[src/hw/rtl/cvpm_pkg.sv]
// ----------------------------------------------------------------------------
// cvpm_pkg: shared types and constants of the cell voltage protection monitor
// Holds field widths, register indexes, the configuration record and its
// reset values, and the statistics constants used by several modules.
// ----------------------------------------------------------------------------
package cvpm_pkg;

    // Field widths fixed by the item format.
    localparam int unsigned CODE_W   = 16;
    localparam int unsigned CELL_W   = 4;
    localparam int unsigned TOTAL_W  = 20;
    localparam int unsigned COUNT_W  = 4;
    localparam int unsigned OFFSET_W = 10;
    localparam int unsigned DELAY_W  = 16;

    // Configuration port geometry.
    localparam int unsigned ADDR_W = 5;
    localparam int unsigned DATA_W = 32;

    // Statistics constants.
    localparam logic [CODE_W-1:0]  MIN_START = 16'd60000;
    localparam logic [CODE_W-1:0]  CODE_MAX  = 16'hFFFF;
    localparam logic [TOTAL_W-1:0] TOTAL_MAX = 20'hFFFFF;
    localparam logic [COUNT_W-1:0] LIVE_MAX  = 4'd15;

    // Command codes of an input item.
    localparam logic CMD_SAMPLE = 1'b0;
    localparam logic CMD_TICK   = 1'b1;

    // Register indexes (word address bits of paddr).
    typedef enum logic [2:0] {
        REG_HARD_OVER   = 3'd0,
        REG_SOFT_OVER   = 3'd1,
        REG_HARD_UNDER  = 3'd2,
        REG_SOFT_UNDER  = 3'd3,
        REG_OVER_DELAY  = 3'd4,
        REG_UNDER_DELAY = 3'd5,
        REG_CELLS       = 3'd6,
        REG_OFFSET      = 3'd7
    } reg_idx_t;

    // Configuration record handed from the register file to the datapath.
    typedef struct packed {
        logic [CODE_W-1:0]   hard_over_limit;
        logic [CODE_W-1:0]   soft_over_limit;
        logic [CODE_W-1:0]   hard_under_limit;
        logic [CODE_W-1:0]   soft_under_limit;
        logic [DELAY_W-1:0]  over_delay_ticks;
        logic [DELAY_W-1:0]  under_delay_ticks;
        logic [COUNT_W-1:0]  cells_in_use;
        logic [OFFSET_W-1:0] first_cell_offset;
    } cfg_t;

    // Reset values of the configuration registers.
    localparam cfg_t CFG_RESET = '{
        hard_over_limit:   16'd42500,
        soft_over_limit:   16'd42000,
        hard_under_limit:  16'd25000,
        soft_under_limit:  16'd30000,
        over_delay_ticks:  16'd1000,
        under_delay_ticks: 16'd1000,
        cells_in_use:      4'd12,
        first_cell_offset: 10'd430
    };

endpackage

[src/hw/rtl/cvpm_regs.sv]
// ----------------------------------------------------------------------------
// cvpm_regs: configuration register file
// APB-style slave holding the limits, delays, cell count and cell zero
// offset. Writes land on the access phase; reads return the stored value.
// ----------------------------------------------------------------------------
module cvpm_regs (
    input  logic                          clk,
    input  logic                          rst_n,
    input  logic                          psel,
    input  logic                          penable,
    input  logic                          pwrite,
    input  logic [cvpm_pkg::ADDR_W-1:0]   paddr,
    input  logic [cvpm_pkg::DATA_W-1:0]   pwdata,
    output logic [cvpm_pkg::DATA_W-1:0]   prdata,
    output logic                          pready,
    output cvpm_pkg::cfg_t                cfg
);

    cvpm_pkg::cfg_t     cfg_reg;
    cvpm_pkg::reg_idx_t reg_sel;
    logic               wr_en;

    assign reg_sel = cvpm_pkg::reg_idx_t'(paddr[4:2]);
    assign wr_en   = psel && penable && pwrite;
    assign pready  = 1'b1;
    assign cfg     = cfg_reg;

    // Register writes, one field per word address.
    always_ff @(posedge clk or negedge rst_n)
    begin
        if (!rst_n)
        begin
            cfg_reg <= cvpm_pkg::CFG_RESET;
        end
        else if (wr_en)
        begin
            unique case (reg_sel)
                cvpm_pkg::REG_HARD_OVER:   cfg_reg.hard_over_limit   <= pwdata[15:0];
                cvpm_pkg::REG_SOFT_OVER:   cfg_reg.soft_over_limit   <= pwdata[15:0];
                cvpm_pkg::REG_HARD_UNDER:  cfg_reg.hard_under_limit  <= pwdata[15:0];
                cvpm_pkg::REG_SOFT_UNDER:  cfg_reg.soft_under_limit  <= pwdata[15:0];
                cvpm_pkg::REG_OVER_DELAY:  cfg_reg.over_delay_ticks  <= pwdata[15:0];
                cvpm_pkg::REG_UNDER_DELAY: cfg_reg.under_delay_ticks <= pwdata[15:0];
                cvpm_pkg::REG_CELLS:       cfg_reg.cells_in_use      <= pwdata[3:0];
                cvpm_pkg::REG_OFFSET:      cfg_reg.first_cell_offset <= pwdata[9:0];
            endcase
        end
    end

    // Read-back multiplexer.
    always_comb
    begin
        unique case (reg_sel)
            cvpm_pkg::REG_HARD_OVER:   prdata = 32'(cfg_reg.hard_over_limit);
            cvpm_pkg::REG_SOFT_OVER:   prdata = 32'(cfg_reg.soft_over_limit);
            cvpm_pkg::REG_HARD_UNDER:  prdata = 32'(cfg_reg.hard_under_limit);
            cvpm_pkg::REG_SOFT_UNDER:  prdata = 32'(cfg_reg.soft_under_limit);
            cvpm_pkg::REG_OVER_DELAY:  prdata = 32'(cfg_reg.over_delay_ticks);
            cvpm_pkg::REG_UNDER_DELAY: prdata = 32'(cfg_reg.under_delay_ticks);
            cvpm_pkg::REG_CELLS:       prdata = 32'(cfg_reg.cells_in_use);
            cvpm_pkg::REG_OFFSET:      prdata = 32'(cfg_reg.first_cell_offset);
        endcase
    end

endmodule

[src/hw/rtl/cvpm_cell_mem.sv]
// ----------------------------------------------------------------------------
// cvpm_cell_mem: per-cell state memory
// Synchronous single-read, single-write memory with registered read data.
// A valid bit per entry makes an entry that was never written read as zero.
// ----------------------------------------------------------------------------
module cvpm_cell_mem #(
    parameter int unsigned DEPTH  = 12,
    parameter int unsigned WIDTH  = 68,
    parameter int unsigned ADDR_W = 4
) (
    input  logic              clk,
    input  logic              rst_n,
    input  logic              rd_en,
    input  logic [ADDR_W-1:0] rd_addr,
    output logic [WIDTH-1:0]  rd_data,
    input  logic              wr_en,
    input  logic [ADDR_W-1:0] wr_addr,
    input  logic [WIDTH-1:0]  wr_data
);

    logic [WIDTH-1:0] mem [DEPTH];
    logic [DEPTH-1:0] valid_reg;
    logic [WIDTH-1:0] data_reg;
    logic             data_valid_reg;

    // Storage array and read data register.
    always_ff @(posedge clk)
    begin
        if (wr_en)
        begin
            mem[wr_addr] <= wr_data;
        end
        if (rd_en)
        begin
            data_reg <= mem[rd_addr];
        end
    end

    // Entry valid bits and the valid flag of the read data.
    always_ff @(posedge clk or negedge rst_n)
    begin
        if (!rst_n)
        begin
            valid_reg      <= '0;
            data_valid_reg <= 1'b0;
        end
        else
        begin
            if (wr_en)
            begin
                valid_reg[wr_addr] <= 1'b1;
            end
            if (rd_en)
            begin
                data_valid_reg <= valid_reg[rd_addr];
            end
        end
    end

    // An entry never written reads as its reset value of zero.
    assign rd_data = data_valid_reg ? data_reg : '0;

endmodule

[src/hw/rtl/cvpm_fault_update.sv]
// ----------------------------------------------------------------------------
// cvpm_fault_update: fault qualification of one limit pair
// Decides the new fault, pending mark and start time of one cell for either
// the overvoltage or the undervoltage side from the limit compare results.
// ----------------------------------------------------------------------------
module cvpm_fault_update #(
    parameter int unsigned TIME_BITS = 32
) (
    input  logic                         open_wire,
    input  logic                         hard_hit,
    input  logic                         soft_hit,
    input  logic                         fault_in,
    input  logic                         pending_in,
    input  logic [TIME_BITS-1:0]         start_in,
    input  logic [TIME_BITS-1:0]         now,
    input  logic [cvpm_pkg::DELAY_W-1:0] delay,
    output logic                         fault_out,
    output logic                         pending_out,
    output logic [TIME_BITS-1:0]         start_out
);

    logic [TIME_BITS-1:0] elapsed;
    logic                 expired;

    // Elapsed time wraps with the time counter.
    assign elapsed = now - start_in;
    assign expired = elapsed > TIME_BITS'(delay);

    // Open cells only lose their fault; hard hits fault at once; the soft
    // band starts or checks the qualification timer.
    always_comb
    begin
        fault_out   = fault_in;
        pending_out = pending_in;
        start_out   = start_in;
        priority if (open_wire)
        begin
            fault_out = 1'b0;
        end
        else if (hard_hit)
        begin
            fault_out = 1'b1;
        end
        else if (soft_hit)
        begin
            if (!pending_in)
            begin
                pending_out = 1'b1;
                start_out   = now;
            end
            else if (expired)
            begin
                pending_out = 1'b0;
                fault_out   = 1'b1;
            end
        end
        else
        begin
            pending_out = 1'b0;
            fault_out   = 1'b0;
        end
    end

endmodule

[src/hw/rtl/cvpm_divider.sv]
// ----------------------------------------------------------------------------
// cvpm_divider: iterative average divider
// Restoring division of the scan total by the live count, one quotient bit
// per cycle.
// ----------------------------------------------------------------------------
module cvpm_divider (
    input  logic                         clk,
    input  logic                         rst_n,
    input  logic                         start,
    input  logic [cvpm_pkg::TOTAL_W-1:0] dividend,
    input  logic [cvpm_pkg::COUNT_W-1:0] divisor,
    output logic                         busy,
    output logic [cvpm_pkg::TOTAL_W-1:0] quotient
);

    localparam int unsigned CNT_W = $clog2(cvpm_pkg::TOTAL_W + 1);

    logic                         busy_reg;
    logic [CNT_W-1:0]             count_reg;
    logic [cvpm_pkg::TOTAL_W-1:0] quot_reg;
    logic [cvpm_pkg::COUNT_W-1:0] rem_reg;
    logic [cvpm_pkg::COUNT_W-1:0] div_reg;
    logic [cvpm_pkg::COUNT_W:0]   trial;
    logic                         fits;

    // One restoring step: shift in the next dividend bit and try to subtract.
    assign trial = {rem_reg, quot_reg[cvpm_pkg::TOTAL_W-1]};
    assign fits  = trial >= {1'b0, div_reg};

    // Control: counter and busy flag.
    always_ff @(posedge clk or negedge rst_n)
    begin
        if (!rst_n)
        begin
            busy_reg  <= 1'b0;
            count_reg <= '0;
        end
        else if (start)
        begin
            busy_reg  <= 1'b1;
            count_reg <= CNT_W'(cvpm_pkg::TOTAL_W);
        end
        else if (busy_reg)
        begin
            count_reg <= count_reg - 1'b1;
            if (count_reg == CNT_W'(1))
            begin
                busy_reg <= 1'b0;
            end
        end
    end

    // Datapath: remainder and quotient shift register.
    always_ff @(posedge clk)
    begin
        if (start)
        begin
            quot_reg <= dividend;
            rem_reg  <= '0;
            div_reg  <= divisor;
        end
        else if (busy_reg)
        begin
            quot_reg <= {quot_reg[cvpm_pkg::TOTAL_W-2:0], fits};
            if (fits)
            begin
                rem_reg <= cvpm_pkg::COUNT_W'(trial - {1'b0, div_reg});
            end
            else
            begin
                rem_reg <= trial[cvpm_pkg::COUNT_W-1:0];
            end
        end
    end

    assign busy     = busy_reg;
    assign quotient = quot_reg;

endmodule

[src/hw/rtl/cell_voltage_protection_monitor.sv]
// ----------------------------------------------------------------------------
// cell_voltage_protection_monitor: battery cell over/undervoltage monitor
//
// Input items carry either a time tick (cmd high) or one cell sample with
// its index, 100 uV code and open-wire flag. Each sample whose index lies
// below the effective cell count yields one result item with the cell's
// fault flags; the sample of the last configured cell also carries the
// scan statistics (max, min, total, average, live count, wrong-count flag).
// Ticks and out-of-range samples give no result.
// Sequence: a tick or an ignored sample is accepted and done while idle. A
// sample is accepted with the state memory read, its cell entry is then
// read, modified and written back, and the output register is loaded.
// The last cell of a scan waits for the one-bit-per-cycle divider before
// loading. One item is in work at a time; the input is stalled while it is.
// A result waits in the output register while the receiver stalls; the next
// item is still accepted and finishes once the register has been taken.
// Reset clears all per-cell state (valid bits of the cell memory), the time
// counter and the statistics, and loads the register reset values. The
// configuration port is APB-style with pready always high.
// ----------------------------------------------------------------------------
module cell_voltage_protection_monitor #(
    parameter int unsigned MAX_CELLS = 12,
    parameter int unsigned TIME_BITS = 32
) (
    input  logic                          clk,
    input  logic                          rst_n,
    // Configuration port.
    input  logic                          psel,
    input  logic                          penable,
    input  logic                          pwrite,
    input  logic [cvpm_pkg::ADDR_W-1:0]   paddr,
    input  logic [cvpm_pkg::DATA_W-1:0]   pwdata,
    output logic [cvpm_pkg::DATA_W-1:0]   prdata,
    output logic                          pready,
    // Input channel.
    input  logic                          in_valid,
    output logic                          in_stall,
    input  logic                          cmd,
    input  logic [cvpm_pkg::CELL_W-1:0]   cell_index,
    input  logic [cvpm_pkg::CODE_W-1:0]   cell_code,
    input  logic                          open_wire,
    // Output channel.
    output logic                          out_valid,
    input  logic                          out_stall,
    output logic [cvpm_pkg::CELL_W-1:0]   sample_index,
    output logic                          over_voltage,
    output logic                          under_voltage,
    output logic                          scan_done,
    output logic [cvpm_pkg::CODE_W-1:0]   max_code,
    output logic [cvpm_pkg::CELL_W-1:0]   max_cell,
    output logic [cvpm_pkg::CODE_W-1:0]   min_code,
    output logic [cvpm_pkg::CELL_W-1:0]   min_cell,
    output logic [cvpm_pkg::CODE_W-1:0]   average_code,
    output logic [cvpm_pkg::TOTAL_W-1:0]  total_code,
    output logic [cvpm_pkg::COUNT_W-1:0]  live_count,
    output logic                          count_wrong
);

    localparam int unsigned MEM_AW  = (MAX_CELLS > 1) ? $clog2(MAX_CELLS) : 1;
    localparam int unsigned ENTRY_W = 2 * TIME_BITS + 4;
    localparam logic [4:0]  MAX_CELLS_V = 5'(MAX_CELLS);

    typedef enum logic [1:0] {
        S_IDLE,
        S_UPDATE,
        S_DIVIDE,
        S_EMIT
    } state_t;

    cvpm_pkg::cfg_t cfg;

    state_t state_reg, state_next;

    // Time and latched sample.
    logic [TIME_BITS-1:0]         time_reg, time_next;
    logic [cvpm_pkg::CELL_W-1:0]  idx_reg, idx_next;
    logic [cvpm_pkg::CODE_W-1:0]  code_reg, code_next;
    logic                         open_reg, open_next;

    // Scan statistics.
    logic [cvpm_pkg::CODE_W-1:0]  max_reg, max_next;
    logic [cvpm_pkg::CELL_W-1:0]  max_cell_reg, max_cell_next;
    logic [cvpm_pkg::CODE_W-1:0]  min_reg, min_next;
    logic [cvpm_pkg::CELL_W-1:0]  min_cell_reg, min_cell_next;
    logic [cvpm_pkg::TOTAL_W-1:0] total_reg, total_next;
    logic [cvpm_pkg::COUNT_W-1:0] live_reg, live_next;

    // Per-item result flags.
    logic over_res_reg, over_res_next;
    logic under_res_reg, under_res_next;
    logic last_reg, last_next;

    // Output register.
    logic                         out_valid_reg, out_valid_next;
    logic [cvpm_pkg::CELL_W-1:0]  o_index_reg, o_index_next;
    logic                         o_over_reg, o_over_next;
    logic                         o_under_reg, o_under_next;
    logic                         o_done_reg, o_done_next;
    logic [cvpm_pkg::CODE_W-1:0]  o_max_reg, o_max_next;
    logic [cvpm_pkg::CELL_W-1:0]  o_max_cell_reg, o_max_cell_next;
    logic [cvpm_pkg::CODE_W-1:0]  o_min_reg, o_min_next;
    logic [cvpm_pkg::CELL_W-1:0]  o_min_cell_reg, o_min_cell_next;
    logic [cvpm_pkg::CODE_W-1:0]  o_avg_reg, o_avg_next;
    logic [cvpm_pkg::TOTAL_W-1:0] o_total_reg, o_total_next;
    logic [cvpm_pkg::COUNT_W-1:0] o_live_reg, o_live_next;
    logic                         o_wrong_reg, o_wrong_next;

    // Cell memory signals.
    logic                 mem_rd_en;
    logic [MEM_AW-1:0]    mem_rd_addr;
    logic [ENTRY_W-1:0]   mem_rd_data;
    logic                 mem_wr_en;
    logic [ENTRY_W-1:0]   mem_wr_data;

    // Unpacked fields of the cell entry.
    logic [TIME_BITS-1:0] over_start_q, under_start_q;
    logic                 over_pend_q, under_pend_q, over_fault_q, under_fault_q;
    logic [TIME_BITS-1:0] over_start_d, under_start_d;
    logic                 over_pend_d, under_pend_d, over_fault_d, under_fault_d;

    // Divider signals.
    logic                         div_start;
    logic                         div_busy;
    logic [cvpm_pkg::TOTAL_W-1:0] div_quot;

    // Miscellaneous combinational values.
    logic [cvpm_pkg::COUNT_W-1:0]  n_eff;
    logic                          in_fire;
    logic                          idx_ok;
    logic [cvpm_pkg::CODE_W:0]     offset_sum;
    logic [cvpm_pkg::CODE_W-1:0]   adj_code;
    logic                          first_cell;
    logic [cvpm_pkg::CODE_W-1:0]   base_max, base_min;
    logic [cvpm_pkg::CELL_W-1:0]   base_max_cell, base_min_cell;
    logic [cvpm_pkg::TOTAL_W-1:0]  base_total;
    logic [cvpm_pkg::COUNT_W-1:0]  base_live;
    logic [cvpm_pkg::TOTAL_W:0]    total_sum;
    logic                          is_last;
    logic                          slot_free;
    logic [cvpm_pkg::CODE_W-1:0]   avg_value;

    cvpm_regs u_regs (
        .clk     (clk),
        .rst_n   (rst_n),
        .psel    (psel),
        .penable (penable),
        .pwrite  (pwrite),
        .paddr   (paddr),
        .pwdata  (pwdata),
        .prdata  (prdata),
        .pready  (pready),
        .cfg     (cfg)
    );

    cvpm_cell_mem #(
        .DEPTH  (MAX_CELLS),
        .WIDTH  (ENTRY_W),
        .ADDR_W (MEM_AW)
    ) u_cell_mem (
        .clk     (clk),
        .rst_n   (rst_n),
        .rd_en   (mem_rd_en),
        .rd_addr (mem_rd_addr),
        .rd_data (mem_rd_data),
        .wr_en   (mem_wr_en),
        .wr_addr (idx_reg[MEM_AW-1:0]),
        .wr_data (mem_wr_data)
    );

    cvpm_fault_update #(
        .TIME_BITS (TIME_BITS)
    ) u_over (
        .open_wire   (open_reg),
        .hard_hit    (code_reg >= cfg.hard_over_limit),
        .soft_hit    (code_reg >= cfg.soft_over_limit),
        .fault_in    (over_fault_q),
        .pending_in  (over_pend_q),
        .start_in    (over_start_q),
        .now         (time_reg),
        .delay       (cfg.over_delay_ticks),
        .fault_out   (over_fault_d),
        .pending_out (over_pend_d),
        .start_out   (over_start_d)
    );

    cvpm_fault_update #(
        .TIME_BITS (TIME_BITS)
    ) u_under (
        .open_wire   (open_reg),
        .hard_hit    (code_reg <= cfg.hard_under_limit),
        .soft_hit    (code_reg <= cfg.soft_under_limit),
        .fault_in    (under_fault_q),
        .pending_in  (under_pend_q),
        .start_in    (under_start_q),
        .now         (time_reg),
        .delay       (cfg.under_delay_ticks),
        .fault_out   (under_fault_d),
        .pending_out (under_pend_d),
        .start_out   (under_start_d)
    );

    cvpm_divider u_divider (
        .clk      (clk),
        .rst_n    (rst_n),
        .start    (div_start),
        .dividend (total_next),
        .divisor  (live_next),
        .busy     (div_busy),
        .quotient (div_quot)
    );

    // Effective cell count: zero acts as one, the count is capped at the depth.
    always_comb
    begin
        n_eff = cfg.cells_in_use;
        if (cfg.cells_in_use == '0)
        begin
            n_eff = cvpm_pkg::COUNT_W'(1);
        end
        else if ({1'b0, cfg.cells_in_use} > MAX_CELLS_V)
        begin
            n_eff = MAX_CELLS_V[cvpm_pkg::COUNT_W-1:0];
        end
    end

    // Input handshake and the cell zero calibration offset.
    assign in_stall   = (state_reg != S_IDLE);
    assign in_fire    = in_valid && !in_stall;
    assign idx_ok     = cell_index < n_eff;
    assign offset_sum = {1'b0, cell_code} + (cvpm_pkg::CODE_W + 1)'(cfg.first_cell_offset);
    assign adj_code   = offset_sum[cvpm_pkg::CODE_W] ? cvpm_pkg::CODE_MAX
                                                     : offset_sum[cvpm_pkg::CODE_W-1:0];

    // The cell entry is read as the sample is accepted.
    assign mem_rd_en   = in_fire && (cmd == cvpm_pkg::CMD_SAMPLE) && idx_ok;
    assign mem_rd_addr = cell_index[MEM_AW-1:0];

    // Entry layout: over start, under start, then the four flags.
    assign over_start_q  = mem_rd_data[ENTRY_W-1 -: TIME_BITS];
    assign under_start_q = mem_rd_data[ENTRY_W-TIME_BITS-1 -: TIME_BITS];
    assign over_pend_q   = mem_rd_data[3];
    assign under_pend_q  = mem_rd_data[2];
    assign over_fault_q  = mem_rd_data[1];
    assign under_fault_q = mem_rd_data[0];
    assign mem_wr_data   = {over_start_d, under_start_d,
                            over_pend_d, under_pend_d, over_fault_d, under_fault_d};
    assign mem_wr_en     = (state_reg == S_UPDATE);

    // Statistics of the scan, restarted by the cell zero sample.
    assign first_cell    = (idx_reg == '0);
    assign base_max      = first_cell ? '0 : max_reg;
    assign base_max_cell = first_cell ? '0 : max_cell_reg;
    assign base_min      = first_cell ? cvpm_pkg::MIN_START : min_reg;
    assign base_min_cell = first_cell ? '0 : min_cell_reg;
    assign base_total    = first_cell ? '0 : total_reg;
    assign base_live     = first_cell ? '0 : live_reg;
    assign total_sum     = {1'b0, base_total} + (cvpm_pkg::TOTAL_W + 1)'(code_reg);
    assign is_last       = (idx_reg == n_eff - 1'b1);
    assign div_start     = (state_reg == S_UPDATE) && is_last;

    // Average from the finished division, saturated to the code range.
    always_comb
    begin
        if (live_reg == '0)
        begin
            avg_value = '0;
        end
        else if (div_quot > cvpm_pkg::TOTAL_W'(cvpm_pkg::CODE_MAX))
        begin
            avg_value = cvpm_pkg::CODE_MAX;
        end
        else
        begin
            avg_value = div_quot[cvpm_pkg::CODE_W-1:0];
        end
    end

    assign slot_free = !out_valid_reg || !out_stall;

    // Sequencer, statistics and output register next values.
    always_comb
    begin
        state_next      = state_reg;
        time_next       = time_reg;
        idx_next        = idx_reg;
        code_next       = code_reg;
        open_next       = open_reg;
        max_next        = max_reg;
        max_cell_next   = max_cell_reg;
        min_next        = min_reg;
        min_cell_next   = min_cell_reg;
        total_next      = total_reg;
        live_next       = live_reg;
        over_res_next   = over_res_reg;
        under_res_next  = under_res_reg;
        last_next       = last_reg;
        out_valid_next  = out_valid_reg && out_stall;
        o_index_next    = o_index_reg;
        o_over_next     = o_over_reg;
        o_under_next    = o_under_reg;
        o_done_next     = o_done_reg;
        o_max_next      = o_max_reg;
        o_max_cell_next = o_max_cell_reg;
        o_min_next      = o_min_reg;
        o_min_cell_next = o_min_cell_reg;
        o_avg_next      = o_avg_reg;
        o_total_next    = o_total_reg;
        o_live_next     = o_live_reg;
        o_wrong_next    = o_wrong_reg;

        unique case (state_reg)
            S_IDLE:
            begin
                if (in_fire)
                begin
                    if (cmd == cvpm_pkg::CMD_TICK)
                    begin
                        time_next = time_reg + 1'b1;
                    end
                    else if (idx_ok)
                    begin
                        idx_next   = cell_index;
                        code_next  = (cell_index == '0) ? adj_code : cell_code;
                        open_next  = open_wire;
                        state_next = S_UPDATE;
                    end
                end
            end

            S_UPDATE:
            begin
                max_next      = base_max;
                max_cell_next = base_max_cell;
                min_next      = base_min;
                min_cell_next = base_min_cell;
                total_next    = base_total;
                live_next     = base_live;
                if (!open_reg)
                begin
                    if (code_reg > base_max)
                    begin
                        max_next      = code_reg;
                        max_cell_next = idx_reg;
                    end
                    if (code_reg < base_min)
                    begin
                        min_next      = code_reg;
                        min_cell_next = idx_reg;
                    end
                    total_next = total_sum[cvpm_pkg::TOTAL_W] ? cvpm_pkg::TOTAL_MAX
                                                              : total_sum[cvpm_pkg::TOTAL_W-1:0];
                    if (base_live != cvpm_pkg::LIVE_MAX)
                    begin
                        live_next = base_live + 1'b1;
                    end
                end
                over_res_next  = over_fault_d;
                under_res_next = under_fault_d;
                last_next      = is_last;
                state_next     = is_last ? S_DIVIDE : S_EMIT;
            end

            S_DIVIDE:
            begin
                if (!div_busy)
                begin
                    state_next = S_EMIT;
                end
            end

            S_EMIT:
            begin
                if (slot_free)
                begin
                    out_valid_next  = 1'b1;
                    o_index_next    = idx_reg;
                    o_over_next     = over_res_reg;
                    o_under_next    = under_res_reg;
                    o_done_next     = last_reg;
                    o_max_next      = last_reg ? max_reg : '0;
                    o_max_cell_next = last_reg ? max_cell_reg : '0;
                    o_min_next      = last_reg ? min_reg : '0;
                    o_min_cell_next = last_reg ? min_cell_reg : '0;
                    o_avg_next      = last_reg ? avg_value : '0;
                    o_total_next    = last_reg ? total_reg : '0;
                    o_live_next     = last_reg ? live_reg : '0;
                    o_wrong_next    = last_reg && (live_reg != n_eff);
                    state_next      = S_IDLE;
                end
            end
        endcase
    end

    // State, statistics and registered outputs.
    always_ff @(posedge clk or negedge rst_n)
    begin
        if (!rst_n)
        begin
            state_reg     <= S_IDLE;
            time_reg      <= '0;
            max_reg       <= '0;
            max_cell_reg  <= '0;
            min_reg       <= cvpm_pkg::MIN_START;
            min_cell_reg  <= '0;
            total_reg     <= '0;
            live_reg      <= '0;
            out_valid_reg <= 1'b0;
        end
        else
        begin
            state_reg     <= state_next;
            time_reg      <= time_next;
            max_reg       <= max_next;
            max_cell_reg  <= max_cell_next;
            min_reg       <= min_next;
            min_cell_reg  <= min_cell_next;
            total_reg     <= total_next;
            live_reg      <= live_next;
            out_valid_reg <= out_valid_next;
        end
    end

    // Payload registers of the latched sample and the result.
    always_ff @(posedge clk)
    begin
        idx_reg        <= idx_next;
        code_reg       <= code_next;
        open_reg       <= open_next;
        over_res_reg   <= over_res_next;
        under_res_reg  <= under_res_next;
        last_reg       <= last_next;
        o_index_reg    <= o_index_next;
        o_over_reg     <= o_over_next;
        o_under_reg    <= o_under_next;
        o_done_reg     <= o_done_next;
        o_max_reg      <= o_max_next;
        o_max_cell_reg <= o_max_cell_next;
        o_min_reg      <= o_min_next;
        o_min_cell_reg <= o_min_cell_next;
        o_avg_reg      <= o_avg_next;
        o_total_reg    <= o_total_next;
        o_live_reg     <= o_live_next;
        o_wrong_reg    <= o_wrong_next;
    end

    assign out_valid     = out_valid_reg;
    assign sample_index  = o_index_reg;
    assign over_voltage  = o_over_reg;
    assign under_voltage = o_under_reg;
    assign scan_done     = o_done_reg;
    assign max_code      = o_max_reg;
    assign max_cell      = o_max_cell_reg;
    assign min_code      = o_min_reg;
    assign min_cell      = o_min_cell_reg;
    assign average_code  = o_avg_reg;
    assign total_code    = o_total_reg;
    assign live_count    = o_live_reg;
    assign count_wrong   = o_wrong_reg;

endmodule

[config.mk]
export PLATFORM = sky130hd
export DESIGN_NAME = cell_voltage_protection_monitor
export DESIGN_NICKNAME = d
export VERILOG_FILES = /design/src/hw/rtl/cvpm_pkg.sv /design/src/hw/rtl/cvpm_regs.sv /design/src/hw/rtl/cvpm_cell_mem.sv /design/src/hw/rtl/cvpm_fault_update.sv /design/src/hw/rtl/cvpm_divider.sv /design/src/hw/rtl/cell_voltage_protection_monitor.sv
export SDC_FILE = /design/constraint.sdc
export NUM_CORES = 2
export LEC_CHECK = 0
export BUFFER_PORTS_ARGS = -buffer_cell sky130_fd_sc_hd__buf_2
export CORE_MARGIN = 1.5
export CORE_UTILIZATION = 50
export CTS_BUF_LIST = sky130_fd_sc_hd__clkbuf_16
export DETAILED_ROUTE_END_ITERATION = 10
export PLACE_DENSITY = 0.76
export SLEW_MARGIN = 10
export SYNTH_ARGS = -nofsm -noshare
export SYNTH_HDL_FRONTEND = slang
export SYNTH_SLANG_ARGS = --single-unit
[constraint.sdc]
create_clock -name clk -period 7.4 [get_ports clk]
set_clock_uncertainty 0.05 [all_clocks]
set_input_delay 1.48 -clock clk [delete_from_list [all_inputs] [get_ports clk]]
set_output_delay 1.48 -clock clk [all_outputs]
set_load 0.01 [all_outputs]
Yosys cells after proc, flatten, opt, wreduce, memory -nomap -nowiden
Memory sizes are Yosys's and may differ from the RTL's. A register that Yosys moved wholly into a read port is not among the register bits. Cells that the tools add are included.

Logic and storage cells: 201. Memory bits (writable): 816. Register bits: 368. Output and inout port bits: 123. Memories kept: 1.

Memories: u_cell_mem.mem (words 12, bits a word 68, rd ports 1, clocked after Yosys merged registers in 1, write ports 1, RTL line cvpm_cell_mem.sv:21) `logic [WIDTH-1:0] mem [DEPTH];`.

Bitwise operators: 3. Add/subtract/negate cells: 9. Reduce and logical (&&, ||, !) cells: 34. $lt $le $gt $ge: 15. Multiplexer cells: 78. Equal/unequal tests: 19.

Operator list (number): $mux 32 (8); $pmux 32 s8 (1); $mux 16 (9); $mux 20 (6); $mux 68 (1); $gt 32x16->1 (2); $sub 32x32->32 (2); $mux 4 (13); $add 32x1->32 const B (1); $ge 16x16->1 (2); $le 16x16->1 (2); $mux 1 (30); $add 20x16->21 (1); $gt 20x16->1 const B (1); $reduce_and 2->1 (9); $add 16x10->17 (1); $gt 16x16->1 (1); $logic_not 4->1 (4); $lt 16x16->1 (1); $eq 3x3->1 const B (4); $or 12x12->12 (1); $lt 4x5->1 const B (2); $mux 2 (5); $mux 5 (2); other kinds (31) (49).

Longest topological paths before layout
Depth in word-level cells: 8. Gate-level depth with buffers: 24.

Hierarchy
From an unflattened synthesis, not the netlist that was laid out.

Cell total of the unflattened synthesis: 4178. Area total of the unflattened synthesis: 59269.3 um^2.

By module, submodules not included: cvpm_cell_mem (times used 1, area each 33819.9 um^2, cells each 1495); cell_voltage_protection_monitor (times used 1, area each 12669.7 um^2, cells each 1239); cvpm_regs (times used 1, area each 5223.8 um^2, cells each 406); cvpm_fault_update at u_over (times used 1, area each 2995.4 um^2, cells each 465); cvpm_fault_update at u_under (times used 1, area each 2955.3 um^2, cells each 460); cvpm_divider (times used 1, area each 1605.3 um^2, cells each 113).

Worst setup path after synthesis
OpenSTA, ideal clock, no wires.

Kind: input to register. Start point: input port out_stall. End point: register o_avg_reg (netlist bit average_code[0]) (enable). Cell stages on the path: 1. Slack: -1.155 ns. Required time: 6.681 ns. Data arrival time: 7.836 ns. Path buffers: 0. Path through: a21boi_0.

Word-level cells in the longest chain between the ends: 3.

RTL lines: from (decl) (RTL line cell_voltage_protection_monitor.sv:44) `input logic out_stall,`; $logic_not 1->1 (RTL line cell_voltage_protection_monitor.sv:278) `assign slot_free = !out_valid_reg || !out_stall;`; $logic_or 1x1->1 (RTL line cell_voltage_protection_monitor.sv:278); $reduce_and 2->1 (no source line); to (signal assigned) (RTL line cell_voltage_protection_monitor.sv:440) `o_avg_reg <= o_avg_next;`; to (decl) (RTL line cell_voltage_protection_monitor.sv:103) `logic [cvpm_pkg::CODE_W-1:0] o_avg_reg, o_avg_next;`.

Every way passes these cells. A chain may end at the register's enable or synchronous reset.

Worst setup path after layout
Start point: register u_cell_mem.data_valid_reg. End point: memory u_cell_mem.mem[3][3] (data pin).

Word-level cells in the longest chain between the ends: 8.

RTL lines: from (decl) (RTL line cvpm_cell_mem.sv:24) `logic data_valid_reg;`; from (signal assigned) (RTL line cvpm_cell_mem.sv:55) `data_valid_reg <= valid_reg[rd_addr];`; $mux 68 (*) (RTL line cvpm_cell_mem.sv:61) `assign rd_data = data_valid_reg ? data_reg : '0;`; $sub 32x32->32 (RTL line cvpm_fault_update.sv:26) `assign elapsed = now - start_in;`; $gt 32x16->1 (RTL line cvpm_fault_update.sv:27) `assign expired = elapsed > TIME_BITS'(delay);`; $mux 1 (RTL line cvpm_fault_update.sv:51) `else if (expired)`; $mux 1 (RTL line cvpm_fault_update.sv:46) `if (!pending_in)`; $mux 1 (RTL line cvpm_fault_update.sv:44) `else if (soft_hit)`; $mux 1 (RTL line cvpm_fault_update.sv:40) `else if (hard_hit)`; $mux 1 (*) (RTL line cvpm_fault_update.sv:36) `priority if (open_wire)`; named net over_pend_d (RTL line cell_voltage_protection_monitor.sv:119) `logic over_pend_d, under_pend_d, over_fault_d, under_fault_d;`; to (decl) (RTL line cvpm_cell_mem.sv:21).

The timed path passes the listed nets; every way through them passes the cells marked *.

==> metrics.txt <==
# TYPE chip_impl_metric gauge
chip_impl_metric{name="wl_per_cell",unit="microns"} 23.9
chip_impl_metric{name="crit_path_max_incr_delay",unit="ps"} 770
chip_impl_metric{name="maxCapViolCount",unit=""} 0
chip_impl_info{name="synth.top_cells.by_area",value="edfxtp_1 53%, mux4_2 8.2%, dfrtp_1 7.7%"} 1
chip_impl_info{name="critical_path_cell_sequence",value="buf_4 > nand2_1 > ha_1 > o211ai_1 > a21oi_1 > o21ai_1 > nand2_1 > a31oi_1 > xnor2_1 > ha_1 > nand4_1 > nor2_1 > a221o_1 > nor3_1 > o211ai_1 > or4_1 > nor4_2 > and4_1 > a21boi_1 > o41ai_2"} 1
chip_impl_metric{name="power.share.switching",unit="%"} 31.1
chip_impl_metric{name="die_width",unit="microns"} 344
chip_impl_metric{name="placeableCoreArea",unit="sq mm"} 0.115
chip_impl_info{name="synth.top_cells.by_count",value="1020 x edfxtp_1, 432 x nand2_1, 262 x o21ai_0, 235 x ha_1, 210 x mux4_2"} 1
chip_impl_metric{name="syn_area_per_cell",unit="sq um"} 14.2
chip_impl_metric{name="post_cts.resized_instances",unit=""} 0
chip_impl_metric{name="antenna_found_initial",unit=""} 11
chip_impl_metric{name="num_io_pins",unit=""} 189
chip_impl_metric{name="floorplan.initialDensity",unit="%"} 50.6
chip_impl_metric{name="worst_skew_pair.late_latency",unit="ps"} 750
chip_impl_metric{name="yosysWarnings",unit=""} 0
chip_impl_metric{name="number_of_buffers_added_on_ports",unit=""} 153
chip_impl_metric{name="final_antenna_net_count",unit=""} 0
chip_impl_info{name="synth_area_leader_cell",value="edfxtp_1"} 1
chip_impl_metric{name="worstPathMaxFanout",unit=""} 45
chip_impl_metric{name="wire_length_of_the_first_global_routing_pass",unit="microns"} 214000
chip_impl_metric{name="clock_sinks",unit=""} 1252
chip_impl_metric{name="gr-total-overflow",unit=""} 0
chip_impl_metric{name="ctsHoldBuffers",unit=""} 0
chip_impl_metric{name="met1_routing_resource_usage_after_global_routing",unit="%"} 32.7
chip_impl_metric{name="timing_worst_slew_pin_value",unit="ps"} 1240
chip_impl_info{name="global_route.peak_usage_layer",value="met2"} 1
chip_impl_metric{name="synth_compound_area_share",unit="%"} 9.04
chip_impl_metric{name="h-tree-depth",unit=""} 4
chip_impl_metric{name="detailed_placement_wirelength_estimate",unit="microns"} 87400
chip_impl_metric{name="grt_max_degree",unit=""} 128
chip_impl_metric{name="power.share.combinational",unit="%"} 25.8
chip_impl_metric{name="largest_reg_flops",unit=""} 816
chip_impl_metric{name="power.static_leakage",unit="nW"} 24.3
chip_impl_metric{name="netlist.area_leader.share",unit="%"} 52.8
chip_impl_metric{name="synth_simple_gate_area_share",unit="%"} 7.47
chip_impl_metric{name="grt_pass1_vias",unit=""} 35200
chip_impl_metric{name="cts_setup_buffers",unit=""} 0
chip_impl_metric{name="timing.final.setup_violations",unit=""} 0
chip_impl_metric{name="place.gp.congestion",unit=""} 0.964
chip_impl_info{name="setup_crit_start_kind",value="register"} 1
chip_impl_info{name="reg2reg_launch_point",value="u_cell_mem.data_valid_reg"} 1
chip_impl_metric{name="netSwitchingPower",unit="mW"} 6.60
chip_impl_metric{name="share_of_synthesized_cell_area_in_full_adder_half_adder_and_majority_cells",unit="%"} 5.24
chip_impl_metric{name="remaining_drc_errors",unit=""} 0
chip_impl_metric{name="synthCells",unit=""} 4096
chip_impl_metric{name="ctsLongestPathBuffers",unit=""} 3
chip_impl_metric{name="syn_area",unit="sq mm"} 0.0580
chip_impl_metric{name="starting_drt_drc_count",unit=""} 3607
chip_impl_metric{name="timing.critical_path.buf_inv",unit=""} 1
chip_impl_metric{name="power_density",unit="mW/mm^2"} 328
chip_impl_metric{name="totalNegativeSetupSlack",unit="ps"} 0
chip_impl_info{name="synth_top_family_by_area",value="multiplexers"} 1
chip_impl_info{name="holdCritStartpoint",value="u_cell_mem.valid_reg[2]"} 1
chip_impl_metric{name="synthArstFlopShare",unit="%"} 18.2
chip_impl_metric{name="yosysSeqAreaShare",unit="%"} 62.9
chip_impl_metric{name="finalWorstPathRequiredPeriod",unit="ps"} 6620
chip_impl_metric{name="worstPathRequired",unit="ps"} 7740
chip_impl_metric{name="ys_types",unit=""} 85
chip_impl_metric{name="synth_edf_count",unit=""} 1020
chip_impl_metric{name="grt.total_usage",unit="%"} 23.9
chip_impl_metric{name="seq_power_share",unit="%"} 44.2
chip_impl_metric{name="clkPwrFrac",unit="%"} 30.0
chip_impl_metric{name="grt_util_met2",unit="%"} 38.1
chip_impl_metric{name="achievable-frequency",unit="MHz"} 151
chip_impl_metric{name="slew_headroom",unit="%"} 16.2
chip_impl_metric{name="synthXorXnorAreaFrac",unit="%"} 1.66
chip_impl_metric{name="total_routed_wirelength",unit="microns"} 141000
chip_impl_metric{name="die_area",unit="sq mm"} 0.118
chip_impl_info{name="rsz0062_at_grt",value="false"} 1
chip_impl_info{name="worst_path_max_delay_cell",value="o41ai_2"} 1
chip_impl_metric{name="cp.arrival",unit="ps"} 6960
chip_impl_metric{name="nNetsFinal",unit=""} 4557
chip_impl_metric{name="critical_path_depth",unit=""} 20
chip_impl_metric{name="finalHoldViolations",unit=""} 0
chip_impl_metric{name="met3_usage",unit="%"} 4.14
chip_impl_info{name="timing.critical_path.to_type",value="register"} 1
chip_impl_info{name="run_status",value="finished clean"} 1
chip_impl_metric{name="dr_total_vias",unit=""} 35700
chip_impl_info{name="synth_top_flop_cell",value="edfxtp_1"} 1
chip_impl_metric{name="syn2layout_area_growth",unit="%"} 11.5
chip_impl_metric{name="nFillCells",unit=""} 8836
chip_impl_metric{name="cts_buffers",unit=""} 131
chip_impl_metric{name="viasPerCell",unit=""} 6.08
chip_impl_metric{name="timing.final.crit_share",unit="%"} 89.4
chip_impl_metric{name="die-height",unit="microns"} 344
chip_impl_metric{name="detailedPlace.worstSlack",unit="ps"} 962
chip_impl_metric{name="power.ir.vdd_worst",unit="V"} 0.000254
chip_impl_info{name="rr_endpoint",value="u_cell_mem.mem[3][3]"} 1
chip_impl_info{name="hold_path_class",value="register to register"} 1
chip_impl_metric{name="setup.reg_to_reg.worst_slack",unit="ps"} 780
chip_impl_metric{name="cell_internal_pwr",unit="mW"} 14.6
chip_impl_info{name="critical_path_class",value="register to register"} 1
chip_impl_info{name="crit_family",value="compound AO/OA/AOI/OAI gates"} 1
chip_impl_metric{name="synth.ff_latch_count",unit=""} 1252
chip_impl_metric{name="setup_ws",unit="ps"} 783
chip_impl_metric{name="rr_worst_depth",unit=""} 20
chip_impl_info{name="cts_tree",value="yes"} 1
chip_impl_info{name="root_buffer",value="clkbuf_16"} 1
chip_impl_metric{name="clk_pin_slew",unit="ps"} 60
chip_impl_info{name="synth.most_common_cell",value="edfxtp_1"} 1
chip_impl_metric{name="firstDrtPassIters",unit=""} 6
chip_impl_metric{name="core.rowCount",unit=""} 124
chip_impl_metric{name="min_path_cells",unit=""} 1
chip_impl_metric{name="post_route_cells_drive_above_1_share",unit="%"} 17.8
chip_impl_metric{name="synth_mux_area_share",unit="%"} 11.1
chip_impl_metric{name="final-max-slew-violation-count",unit=""} 0
chip_impl_info{name="worstHoldEndpoint",value="u_cell_mem.valid_reg[2]"} 1
## area by class of cell
type	instances	area, sq um	area share [%]
sequential	1252	36500	56.4
multi-input combinational	2478	20200	31.3
clock buffer	135	3380	5.22
tap	1512	1890	2.92
timing repair buffer	213	1270	1.97
clock inverter	98	769	1.19
inverter	175	659	1.02
antenna	11	27.5	0.0425
## through the flow
stage | hold WS (ps) | utilization (%) | instance area, sq um | std cells | power (mW)
after floorplan | 350 | - | 58100 | 4111 | 13.2
after global placement | 397 | 52.8 | 60500 | 5630 | 14.7
after detailed placement | 398 | 52.8 | 60500 | 5630 | 14.9
after CTS | 413 | 56.4 | 64700 | 5863 | 21.2
after global routing | 430 | 56.4 | 64700 | 5873 | 22.2
final | 413 | 56.4 | 64700 | 5874 | 21.2
## worst max-delay path by stage
stage                               to                      start  slack, ps
6_report          u_cell_mem.mem[3][3]  u_cell_mem.data_valid_reg        780
5_1_grt           u_cell_mem.mem[4][3]  u_cell_mem.data_valid_reg        380
4_1_cts           u_cell_mem.mem[4][3]  u_cell_mem.data_valid_reg        900
3_5_place_dp      u_cell_mem.mem[5][3]  u_cell_mem.data_valid_reg        960
3_3_place_gp      u_cell_mem.mem[4][3]  u_cell_mem.data_valid_reg       1080
2_1_floorplan  u_cell_mem.valid_reg[4]               state_reg[1]        910
## power by group through the flow
stage / sequential (mW) / clock [mW] / combinational [mW]
after detailed placement: 9.51 / 0 / 5.36
after CTS: 9.37 / 6.45 / 5.42
after floorplan: 9.38 / 0 / 3.86
final: 9.38 / 6.36 / 5.47
after global routing: 9.46 / 6.72 / 6.05
after global placement: 9.48 / 0 / 5.22
## cells in the final DEF (no fill, tap or decap), types with 20 or more instances in the layout
| cell type | Yosys | final |
|---|---|---|
| a21o_1 | 48 | 48 |
| a21oi_1 | 167 | 167 |
| a32o_1 | 54 | 54 |
| and2_1 | 76 | 76 |
| and3_1 | 23 | 23 |
| buf_2 | 14 | 148 |
| buf_4 | 19 | 60 |
| clkbuf_16 | 0 | 135 |
| clkinv_1 | 2 | 25 |
| clkinv_2 | 0 | 21 |
| dfrtp_1 | 179 | 178 |
| dfstp_2 | 49 | 49 |
| edfxtp_1 | 1020 | 1020 |
| ha_1 | 235 | 235 |
| inv_1 | 171 | 196 |
| mux2_2 | 47 | 47 |
| mux2i_1 | 117 | 117 |
| mux4_2 | 210 | 210 |
| nand2_1 | 432 | 432 |
| nand2b_1 | 20 | 20 |
| nand3_1 | 49 | 49 |
| nand4_1 | 38 | 38 |
| nor2_1 | 182 | 171 |
| nor2b_1 | 36 | 36 |
| nor3_1 | 32 | 26 |
| o211ai_1 | 23 | 23 |
| o21a_1 | 40 | 40 |
| o21ai_0 | 262 | 259 |
| xnor2_1 | 71 | 71 |
| xor2_1 | 39 | 39 |
## kinds of logic after synthesis
kind of cell,Yosys count
flip-flops,1252
AND/OR/NAND/NOR,945
multiplexers,374
XOR/XNOR,110
adder cells (fa/ha/maj),240
buffers and inverters,381
AO/OA/AOI/OAI,792
other,2
## per-layer routing
metal / vias up / wire (microns)
li1: 15900 / -
met1: 18000 / 58200
met2: 1544 / 67000
met3: 285 / 10300
met4: 2 / 5000
met5: - / 19
(Power assumes the default switching activity.)
